## src/i4dq_pkg.sv

```systemverilog
// Package with the shared types and constants of the 4-bit dequantizing dot-product core.
`timescale 1ns / 1ps
`default_nettype none

package i4dq_pkg;

    localparam int ACT_BITS   = 16;
    localparam int NIB_BITS   = 4;
    localparam int DIFF_BITS  = NIB_BITS + 1;
    localparam int W_BITS     = 21;
    localparam int PROD_BITS  = ACT_BITS + W_BITS;
    localparam int PAIR_BITS  = PROD_BITS + 1;
    localparam int OUT_BITS   = 48;
    localparam int CFG_BITS   = 4;
    localparam int CFG_IDX_BITS = 1;

    localparam logic [CFG_IDX_BITS-1:0] CFG_NIB_ZERO   = 1'd0;
    localparam logic [CFG_IDX_BITS-1:0] CFG_USE_OFFSET = 1'd1;
    localparam logic [NIB_BITS-1:0]     NIB_ZERO_RESET = 4'd8;

    typedef struct packed {
        logic signed [ACT_BITS-1:0] act_first;
        logic signed [ACT_BITS-1:0] act_second;
        logic [7:0]                 weight_byte;
        logic signed [15:0]         group_scale;
        logic signed [15:0]         group_offset;
        logic                       last;
    } req_item_t;

    typedef struct packed {
        logic signed [OUT_BITS-1:0] dot_product;
        logic                       saturated;
    } rsp_item_t;

    typedef enum logic [4:0] {
        S_IDLE = 5'b00001,
        S_DEQ  = 5'b00010,
        S_MUL  = 5'b00100,
        S_ACC  = 5'b01000,
        S_EMIT = 5'b10000
    } state_t;

    typedef struct packed {
        logic load;
        logic deq;
        logic mul;
        logic acc;
        logic emit;
    } cmd_t;

    typedef struct packed {
        logic item_last;
    } status_t;

endpackage

`default_nettype wire

```

## src/i4dq_ctrl.sv

```systemverilog
// Sequencer that steps one request through dequantize, multiply, accumulate and emit.
`timescale 1ns / 1ps
`default_nettype none

module i4dq_ctrl (
    input  wire logic             clk,
    input  wire logic             rst_n,
    input  wire logic             req_valid,
    output logic                  req_ready,
    output logic                  rsp_valid,
    input  wire logic             rsp_ready,
    input  wire i4dq_pkg::status_t status,
    output i4dq_pkg::cmd_t        cmd
);
    import i4dq_pkg::*;

    state_t state_reg;
    state_t state_next;
    logic   rsp_valid_reg;
    logic   rsp_valid_next;
    logic   out_free;

    assign out_free  = !rsp_valid_reg || rsp_ready;
    assign req_ready = (state_reg == S_IDLE);
    assign rsp_valid = rsp_valid_reg;

    always_comb
    begin
        state_next = state_reg;
        cmd        = '0;
        case (state_reg)
            S_IDLE:
            begin
                if (req_valid)
                begin
                    cmd.load   = 1'b1;
                    state_next = S_DEQ;
                end
            end
            S_DEQ:
            begin
                cmd.deq    = 1'b1;
                state_next = S_MUL;
            end
            S_MUL:
            begin
                cmd.mul    = 1'b1;
                state_next = S_ACC;
            end
            S_ACC:
            begin
                cmd.acc    = 1'b1;
                state_next = status.item_last ? S_EMIT : S_IDLE;
            end
            S_EMIT:
            begin
                if (out_free)
                begin
                    cmd.emit   = 1'b1;
                    state_next = S_IDLE;
                end
            end
            default:
            begin
                state_next = S_IDLE;
            end
        endcase
    end

    always_comb
    begin
        rsp_valid_next = rsp_valid_reg;
        if (cmd.emit)
        begin
            rsp_valid_next = 1'b1;
        end
        else if (rsp_ready)
        begin
            rsp_valid_next = 1'b0;
        end
    end

    always_ff @(posedge clk or negedge rst_n)
    begin
        if (!rst_n)
        begin
            state_reg     <= S_IDLE;
            rsp_valid_reg <= 1'b0;
        end
        else
        begin
            state_reg     <= state_next;
            rsp_valid_reg <= rsp_valid_next;
        end
    end

endmodule

`default_nettype wire

```

## src/i4dq_datapath.sv

```systemverilog
// Datapath with configuration, dequantizer, multipliers, saturating accumulator and output register.
`timescale 1ns / 1ps
`default_nettype none

module i4dq_datapath #(
    parameter int ACC_BITS = 48
) (
    input  wire logic                                  clk,
    input  wire logic                                  rst_n,
    input  wire logic                                  cfg_we,
    input  wire logic [i4dq_pkg::CFG_IDX_BITS-1:0]     cfg_index,
    input  wire logic [i4dq_pkg::CFG_BITS-1:0]         cfg_data,
    input  wire i4dq_pkg::req_item_t                   req_data,
    input  wire i4dq_pkg::cmd_t                        cmd,
    output i4dq_pkg::status_t                          status,
    output i4dq_pkg::rsp_item_t                        rsp_data
);
    import i4dq_pkg::*;

    logic [NIB_BITS-1:0] nib_zero_reg;
    logic                use_offset_reg;

    logic signed [ACT_BITS-1:0]  act0_reg;
    logic signed [ACT_BITS-1:0]  act1_reg;
    logic signed [DIFF_BITS-1:0] diff0_reg;
    logic signed [DIFF_BITS-1:0] diff1_reg;
    logic signed [DIFF_BITS-1:0] diff0_next;
    logic signed [DIFF_BITS-1:0] diff1_next;
    logic signed [15:0]          scale_reg;
    logic signed [15:0]          offset_reg;
    logic                        last_reg;

    logic signed [W_BITS-1:0]    w0_reg;
    logic signed [W_BITS-1:0]    w1_reg;
    logic signed [W_BITS-1:0]    w0_next;
    logic signed [W_BITS-1:0]    w1_next;
    logic signed [W_BITS-1:0]    scale_ext;
    logic signed [W_BITS-1:0]    offset_ext;

    logic signed [PROD_BITS-1:0] p0_reg;
    logic signed [PROD_BITS-1:0] p1_reg;
    logic signed [PROD_BITS-1:0] p0_next;
    logic signed [PROD_BITS-1:0] p1_next;

    logic signed [PAIR_BITS-1:0] pair;
    logic signed [ACC_BITS:0]    acc_sum;
    logic                        acc_ovf;
    logic signed [ACC_BITS-1:0]  acc_reg;
    logic signed [ACC_BITS-1:0]  acc_next;
    logic                        clip_reg;
    logic                        clip_next;

    logic [OUT_BITS-1:0]         out_value;
    logic                        out_ovf;
    rsp_item_t                   rsp_reg;

    always_ff @(posedge clk or negedge rst_n)
    begin
        if (!rst_n)
        begin
            nib_zero_reg   <= NIB_ZERO_RESET;
            use_offset_reg <= 1'b0;
        end
        else if (cfg_we)
        begin
            if (cfg_index == CFG_NIB_ZERO)
            begin
                nib_zero_reg <= cfg_data[NIB_BITS-1:0];
            end
            if (cfg_index == CFG_USE_OFFSET)
            begin
                use_offset_reg <= cfg_data[0];
            end
        end
    end

    assign diff0_next = $signed({1'b0, req_data.weight_byte[NIB_BITS-1:0]})
                      - $signed({1'b0, nib_zero_reg});
    assign diff1_next = $signed({1'b0, req_data.weight_byte[2*NIB_BITS-1:NIB_BITS]})
                      - $signed({1'b0, nib_zero_reg});

    always_ff @(posedge clk)
    begin
        if (cmd.load)
        begin
            act0_reg   <= req_data.act_first;
            act1_reg   <= req_data.act_second;
            diff0_reg  <= diff0_next;
            diff1_reg  <= diff1_next;
            scale_reg  <= req_data.group_scale;
            offset_reg <= req_data.group_offset;
            last_reg   <= req_data.last;
        end
    end

    assign status.item_last = last_reg;

    // The dequantized weight is exact in 21 bits, so no rounding or clipping happens here.
    assign scale_ext  = {{(W_BITS-16){scale_reg[15]}}, scale_reg};
    assign offset_ext = use_offset_reg ? {{(W_BITS-16){offset_reg[15]}}, offset_reg} : '0;
    assign w0_next = $signed({{(W_BITS-DIFF_BITS){diff0_reg[DIFF_BITS-1]}}, diff0_reg})
                   * scale_ext + offset_ext;
    assign w1_next = $signed({{(W_BITS-DIFF_BITS){diff1_reg[DIFF_BITS-1]}}, diff1_reg})
                   * scale_ext + offset_ext;

    assign p0_next = $signed({{(PROD_BITS-ACT_BITS){act0_reg[ACT_BITS-1]}}, act0_reg})
                   * $signed({{(PROD_BITS-W_BITS){w0_reg[W_BITS-1]}}, w0_reg});
    assign p1_next = $signed({{(PROD_BITS-ACT_BITS){act1_reg[ACT_BITS-1]}}, act1_reg})
                   * $signed({{(PROD_BITS-W_BITS){w1_reg[W_BITS-1]}}, w1_reg});

    always_ff @(posedge clk)
    begin
        if (cmd.deq)
        begin
            w0_reg <= w0_next;
            w1_reg <= w1_next;
        end
        if (cmd.mul)
        begin
            p0_reg <= p0_next;
            p1_reg <= p1_next;
        end
    end

    assign pair = {p0_reg[PROD_BITS-1], p0_reg} + {p1_reg[PROD_BITS-1], p1_reg};
    assign acc_sum = {acc_reg[ACC_BITS-1], acc_reg}
                   + {{(ACC_BITS+1-PAIR_BITS){pair[PAIR_BITS-1]}}, pair};
    assign acc_ovf = acc_sum[ACC_BITS] != acc_sum[ACC_BITS-1];

    generate
        if (ACC_BITS > OUT_BITS)
        begin : g_clamp
            logic [ACC_BITS-OUT_BITS:0] top;
            assign top       = acc_reg[ACC_BITS-1:OUT_BITS-1];
            assign out_ovf   = !((&top) || !(|top));
            assign out_value = !out_ovf ? acc_reg[OUT_BITS-1:0]
                             : (acc_reg[ACC_BITS-1] ? {1'b1, {(OUT_BITS-1){1'b0}}}
                                                    : {1'b0, {(OUT_BITS-1){1'b1}}});
        end
        else if (ACC_BITS == OUT_BITS)
        begin : g_same
            assign out_ovf   = 1'b0;
            assign out_value = acc_reg;
        end
        else
        begin : g_extend
            assign out_ovf   = 1'b0;
            assign out_value = {{(OUT_BITS-ACC_BITS){acc_reg[ACC_BITS-1]}}, acc_reg};
        end
    endgenerate

    always_comb
    begin
        acc_next  = acc_reg;
        clip_next = clip_reg;
        if (cmd.acc)
        begin
            if (acc_ovf)
            begin
                acc_next  = acc_sum[ACC_BITS] ? {1'b1, {(ACC_BITS-1){1'b0}}}
                                              : {1'b0, {(ACC_BITS-1){1'b1}}};
                clip_next = 1'b1;
            end
            else
            begin
                acc_next = acc_sum[ACC_BITS-1:0];
            end
        end
        else if (cmd.emit)
        begin
            acc_next  = '0;
            clip_next = 1'b0;
        end
    end

    always_ff @(posedge clk or negedge rst_n)
    begin
        if (!rst_n)
        begin
            acc_reg  <= '0;
            clip_reg <= 1'b0;
        end
        else
        begin
            acc_reg  <= acc_next;
            clip_reg <= clip_next;
        end
    end

    always_ff @(posedge clk)
    begin
        if (cmd.emit)
        begin
            rsp_reg.dot_product <= out_value;
            rsp_reg.saturated   <= clip_reg || out_ovf;
        end
    end

    assign rsp_data = rsp_reg;

endmodule

`default_nettype wire

```

## src/int4_dequant_dot_product_core.sv

```systemverilog
// Top level of the dot-product core for 4-bit packed weights with group dequantization.
// The feeder sends requests on req_valid/req_ready/req_data: one weight byte, two Q8.8
// activations, the group's Q4.12 scale and offset, and a last flag. The low nibble pairs
// with act_first and the high nibble with act_second. Each request runs through four
// controller steps: accept, dequantize (nibble minus zero point, times scale, plus offset
// when use_offset is set), multiply by the activations, and one saturating add into the
// accumulator. A new request is taken only once the previous one is through all of its
// steps. On a request marked last, one extra step clamps the sum to 48 bits and loads the
// output register once it is empty or being drained, and the result then appears on
// rsp_valid/rsp_data. The accumulator and the clip flag are cleared when the result is
// loaded. If the receiver holds rsp_ready low, the result stays in the output register;
// a following dot product keeps running and waits only at its own output step.
// Configuration writes (zero point, use_offset) take effect at once; the user must make
// them while the core is idle, which the core does not enforce. Reset sets the zero point
// to 8, use_offset to 0, and clears the accumulator, the clip flag and the output valid.
`timescale 1ns / 1ps
`default_nettype none

module int4_dequant_dot_product_core #(
    parameter int ACC_BITS = 48
) (
    input  wire logic                              clk,
    input  wire logic                              rst_n,
    input  wire logic                              cfg_we,
    input  wire logic [i4dq_pkg::CFG_IDX_BITS-1:0] cfg_index,
    input  wire logic [i4dq_pkg::CFG_BITS-1:0]     cfg_data,
    input  wire logic                              req_valid,
    output logic                                   req_ready,
    input  wire i4dq_pkg::req_item_t               req_data,
    output logic                                   rsp_valid,
    input  wire logic                              rsp_ready,
    output i4dq_pkg::rsp_item_t                    rsp_data
);
    import i4dq_pkg::*;

    cmd_t    cmd;
    status_t status;

    i4dq_ctrl u_ctrl (
        .clk       (clk),
        .rst_n     (rst_n),
        .req_valid (req_valid),
        .req_ready (req_ready),
        .rsp_valid (rsp_valid),
        .rsp_ready (rsp_ready),
        .status    (status),
        .cmd       (cmd)
    );

    i4dq_datapath #(
        .ACC_BITS (ACC_BITS)
    ) u_datapath (
        .clk       (clk),
        .rst_n     (rst_n),
        .cfg_we    (cfg_we),
        .cfg_index (cfg_index),
        .cfg_data  (cfg_data),
        .req_data  (req_data),
        .cmd       (cmd),
        .status    (status),
        .rsp_data  (rsp_data)
    );

    // At most one datapath step is commanded in any cycle.
    a_one_step: assert property (@(posedge clk) disable iff (!rst_n)
        $onehot0(cmd))
        else $error("more than one datapath step commanded");

    // A request is never taken while the previous one is still being processed.
    a_no_overlap: assert property (@(posedge clk) disable iff (!rst_n)
        (req_valid && req_ready) |=> !req_ready)
        else $error("request accepted while another is in progress");

    // The output register is only loaded when it is empty or being drained.
    a_no_overwrite: assert property (@(posedge clk) disable iff (!rst_n)
        cmd.emit |-> (!rsp_valid || rsp_ready))
        else $error("pending result overwritten");

endmodule

`default_nettype wire

```

## config.mk

```make
export PLATFORM = sky130hd
export DESIGN_NAME = int4_dequant_dot_product_core
export DESIGN_NICKNAME = d
export VERILOG_FILES = /design/src/i4dq_pkg.sv /design/src/i4dq_ctrl.sv /design/src/i4dq_datapath.sv /design/src/int4_dequant_dot_product_core.sv
export SDC_FILE = /design/constraint.sdc
export NUM_CORES = 2
export LEC_CHECK = 0
export BUFFER_PORTS_ARGS = -buffer_cell sky130_fd_sc_hd__buf_2
export CORE_ASPECT_RATIO = 0.8
export CORE_MARGIN = 2
export CORE_UTILIZATION = 70
export CTS_CLUSTER_DIAMETER = 100
export CTS_CLUSTER_SIZE = 16
export DETAILED_ROUTE_END_ITERATION = 8
export GPL_TIMING_DRIVEN = 0
export MAX_ROUTING_LAYER = met4
export PLACE_DENSITY = 0.91
export SYNTH_ARGS = -nofsm -noshare
export SYNTH_HDL_FRONTEND = slang
export SYNTH_SLANG_ARGS = --single-unit
```

## constraint.sdc

```tcl
create_clock -name clk -period 13.99 [get_ports clk]
set_input_delay 2.0985 -clock clk [delete_from_list [all_inputs] [get_ports clk]]
set_output_delay 2.0985 -clock clk [all_outputs]
set_load 0.1 [all_outputs]
```

==> impl_metrics.csv <==
group,metric,value,unit
place,dp_hpwl,92800,µm
layout,finalNetCount,5783,
clock_network,postCtsHoldBufs,0,
sta,hold_slack,516,ps
floorplanning,start_util,70.6,%
floorplanning,die-area,65000,µm²
layout,area_growth,6.02,%
clock_network,clk_pin_slew_worst_paths,80,ps
synth,synth_top_area_cell,"fa_1",
layout,multi_input_area,31300,µm²
global_routing,grt_use_met1,50.7,%
sta,period_share,58.0,%
sta,slew_viol_final,0,
outcome,outcome,"completed",
worst_setup_path,worstReg2RegEnd,"u_datapath.p0_reg[35]",
drt,via_per_inst,5.99,
clock_network,htree_levels,1,
synth,synth_top_area_share,38.5,%
drt,routed_wl,114000,µm
global_routing,top_usage_layer,"met2",
worst_setup_path,r2r_setup_slack,5880,ps
layout,drive_gt1_share,4.64,%
sta,hold_viol_final,0,
drt,remaining_drc_errors,0,
worst_setup_path,path_cells,"clkbuf_1, nand2_1, fa_1, inv_1, fa_1, fa_1, inv_1, fa_1, inv_1, fa_1, fa_1, ha_1, a21oi_1, o21ai_0, a2111oi_0, nor3_1, o21ai_0, a21oi_1, o21a_1, a2111oi_0, xnor2_1",
clock_network,cts_root_buf,"clkbuf_16",
global_routing,grt_overflow,0,
global_routing,grt_pass1_wl,182000,µm
layout,n_fill_cell,4074,
clock_network,insertion_delay,590,ps
synth,syn-cell-area,44100,µm²
synth,ys_ff_latch,300,
sta,setup_viol,0,
floorplanning,fp-row-count,82,
synth,synth_cell_type_count,76,
floorplanning,fp.dieH,228,µm
synth,ys_seq_area_share,19.8,%
synth,synthCells,4361,
synth,synth_nets,5612,
sta,clock_skew,38.0,ps
global_routing,grt_usage,37.5,%
worst_setup_path,crit_type,"flop to flop",
clock_network,cts_setup_buffers,0,
worst_setup_path,required,14300,ps
run,cap_violations,0,
worst_hold_path,min_to,"u_datapath.rsp_data[29]",
global_routing,grt_pass1_vias,34200,
place,gp_congestion,1.02,
worst_setup_path,arrival,8420,ps
layout,largest_register_ff_count,49,
synth,synth_edf_count,240,
drt,detail-route-antenna-nets,0,
worst_setup_path,critPathLaunchType,"flop",
worst_setup_path,max_stage_delay,670,ps
synth,synthArstFlopShare,20.0,%
place,place_ws,6070,ps
floorplanning,ios,134,
clock_network,ctsResizeCount,0,
synth,netlist_top_cells_count,"inv_1, fa_1, nand2_1, and2_1, ha_1",
sta,fmax,0.123,GHz
floorplanning,die_w,285,µm
drt,firstDrtPassIters,6,
clock_network,cts_buffers,24,
sta,fin_tns_setup,0,ps
global_routing,antenna_found_initial,10,
floorplanning,core_region_area,62500,µm²
sta,slew_headroom,36.4,%
synth,yosysWarnings,0,
global_routing,use_met3,8.93,%
synth,avgSynthCellArea,10.1,µm²
global_routing,grt_util_met2,56.3,%
worst_setup_path,path_common_cell,"fa_1",
drt,drt_iter0_markers,3337,
worst_setup_path,worst_setup_path_end_kind,"flop",
sta,tightest_slew,953,ps
worst_hold_path,min_path_type,"flop to flop",
drt,vias,32300,
sta,finalCriticalPeriod,8110,ps
clock_network,cts_tree,"yes",
worst_setup_path,reg2reg_depth,21,
clock_network,cts_buffer_depth,3,
layout,seqCellArea,8710,µm²
worst_setup_path,critPathSlowestCell,"edfxtp_1",
worst_hold_path,min_from,"u_datapath.acc_reg[28]",
sta,grt_setup_unrepaired,"no",
sta,worst_slack,5880,ps
worst_setup_path,r2r_start,"u_datapath.w0_reg[8]",
drt,wl_per_cell,21.0,µm
worst_hold_path,whs_path_depth,0,
synth,synth_area_leaders,"fa_1, edfxtp_1, ha_1",
worst_setup_path,cp_max_fo,10,
place,io_buffers,133,
clock_network,cts_sinks,300,
synth,yosysMostFrequentCell,"inv_1",
synth,yosys_most_used_dff,"edfxtp_1",
global_routing,grt_max_degree,61,
## cell type report
type,instances,share of cell area [%]
Antenna cell,9,0.0482
Buffer,150,1.29
Clock buffer,38,1.44
Clock inverter,6,0.102
Inverter,931,7.48
Multi-Input combinational cell,2980,67.0
Sequential cell,300,18.6
Tap cell,840,2.25
Timing Repair Buffer,145,1.79
## critical path: cells and delay by family (launching register included)
family / cells / cell delay (ps)
adders and majority gates: 7 / 3330
AOI/OAI and AO/OA: 7 / 2470
buffers and inverters: 4 / 750
DFF: 1 / 670
and+or+nand+nor: 2 / 400
xor gates and xnor gates: 1 / 210
## layout by cell type, fill, tap and decap left out, drive strengths merged, types with 10 or more instances in the layout
master	n
dfrtp	58
and2	344
xor2	43
o21a	18
nor2b	12
a21o	80
fa	847
clkbuf	175
edfxtp	240
a21oi	131
and3	16
nand2b	56
nand2	556
buf	158
o21ai	70
nor3	15
inv	933
o211ai	58
ha	321
xnor2	129
nand3	34
nor2	105
o21bai	27
a211oi	11
nand4	10
## per-layer routing
metal / up-vias / routed length [µm]
met2: 1968 / 51700
met1: 16200 / 43600
met5: - / 0
met4: 0 / 4930
li1: 13800 / -
met3: 369 / 13400
## cell families (layout without fill, tap and decap cells)
group	Yosys count	count (layout)	share of synthesized area [%]
adders and majority gates	1168	1168	47.6
buffers and inverters	1081	1270	9.29
muxes	3	3	0.0738
AOI/OAI and AO/OA	462	462	6.99
other	0	9	0
xor gates and xnor gates	172	172	3.43
DFF	300	300	19.8
and+or+nand+nor	1175	1175	12.9
## stage by stage
step	area, µm²	utilization, %	cells
2_1_floorplan	44100	-	4361
4_1_cts	46700	74.8	5390
5_1_grt	46700	74.8	5398
6_report	46700	74.8	5399
3_5_place_dp	46000	73.6	5346
3_3_place_gp	45800	73.3	5334
## how the worst max path moves through the flow
stage	from	to	slack, ps	cells past startpoint
finish	u_datapath.w0_reg[8]	u_datapath.p0_reg[35]	5880	21
global route	u_datapath.w0_reg[8]	u_datapath.p0_reg[35]	5600	21
CTS	u_datapath.w0_reg[7]	u_datapath.p0_reg[35]	5930	21
detailed placement	u_datapath.w0_reg[7]	u_datapath.p0_reg[35]	6070	21
global placement	u_ctrl.state_reg[4]	u_ctrl.state_reg[0]	4240	3
floorplan	u_ctrl.state_reg[4]	u_datapath.p0_reg[0]	7080	2
Power is not shown: default switching activity piles up to over one toggle a cycle in this logic, so the estimate is an artifact.
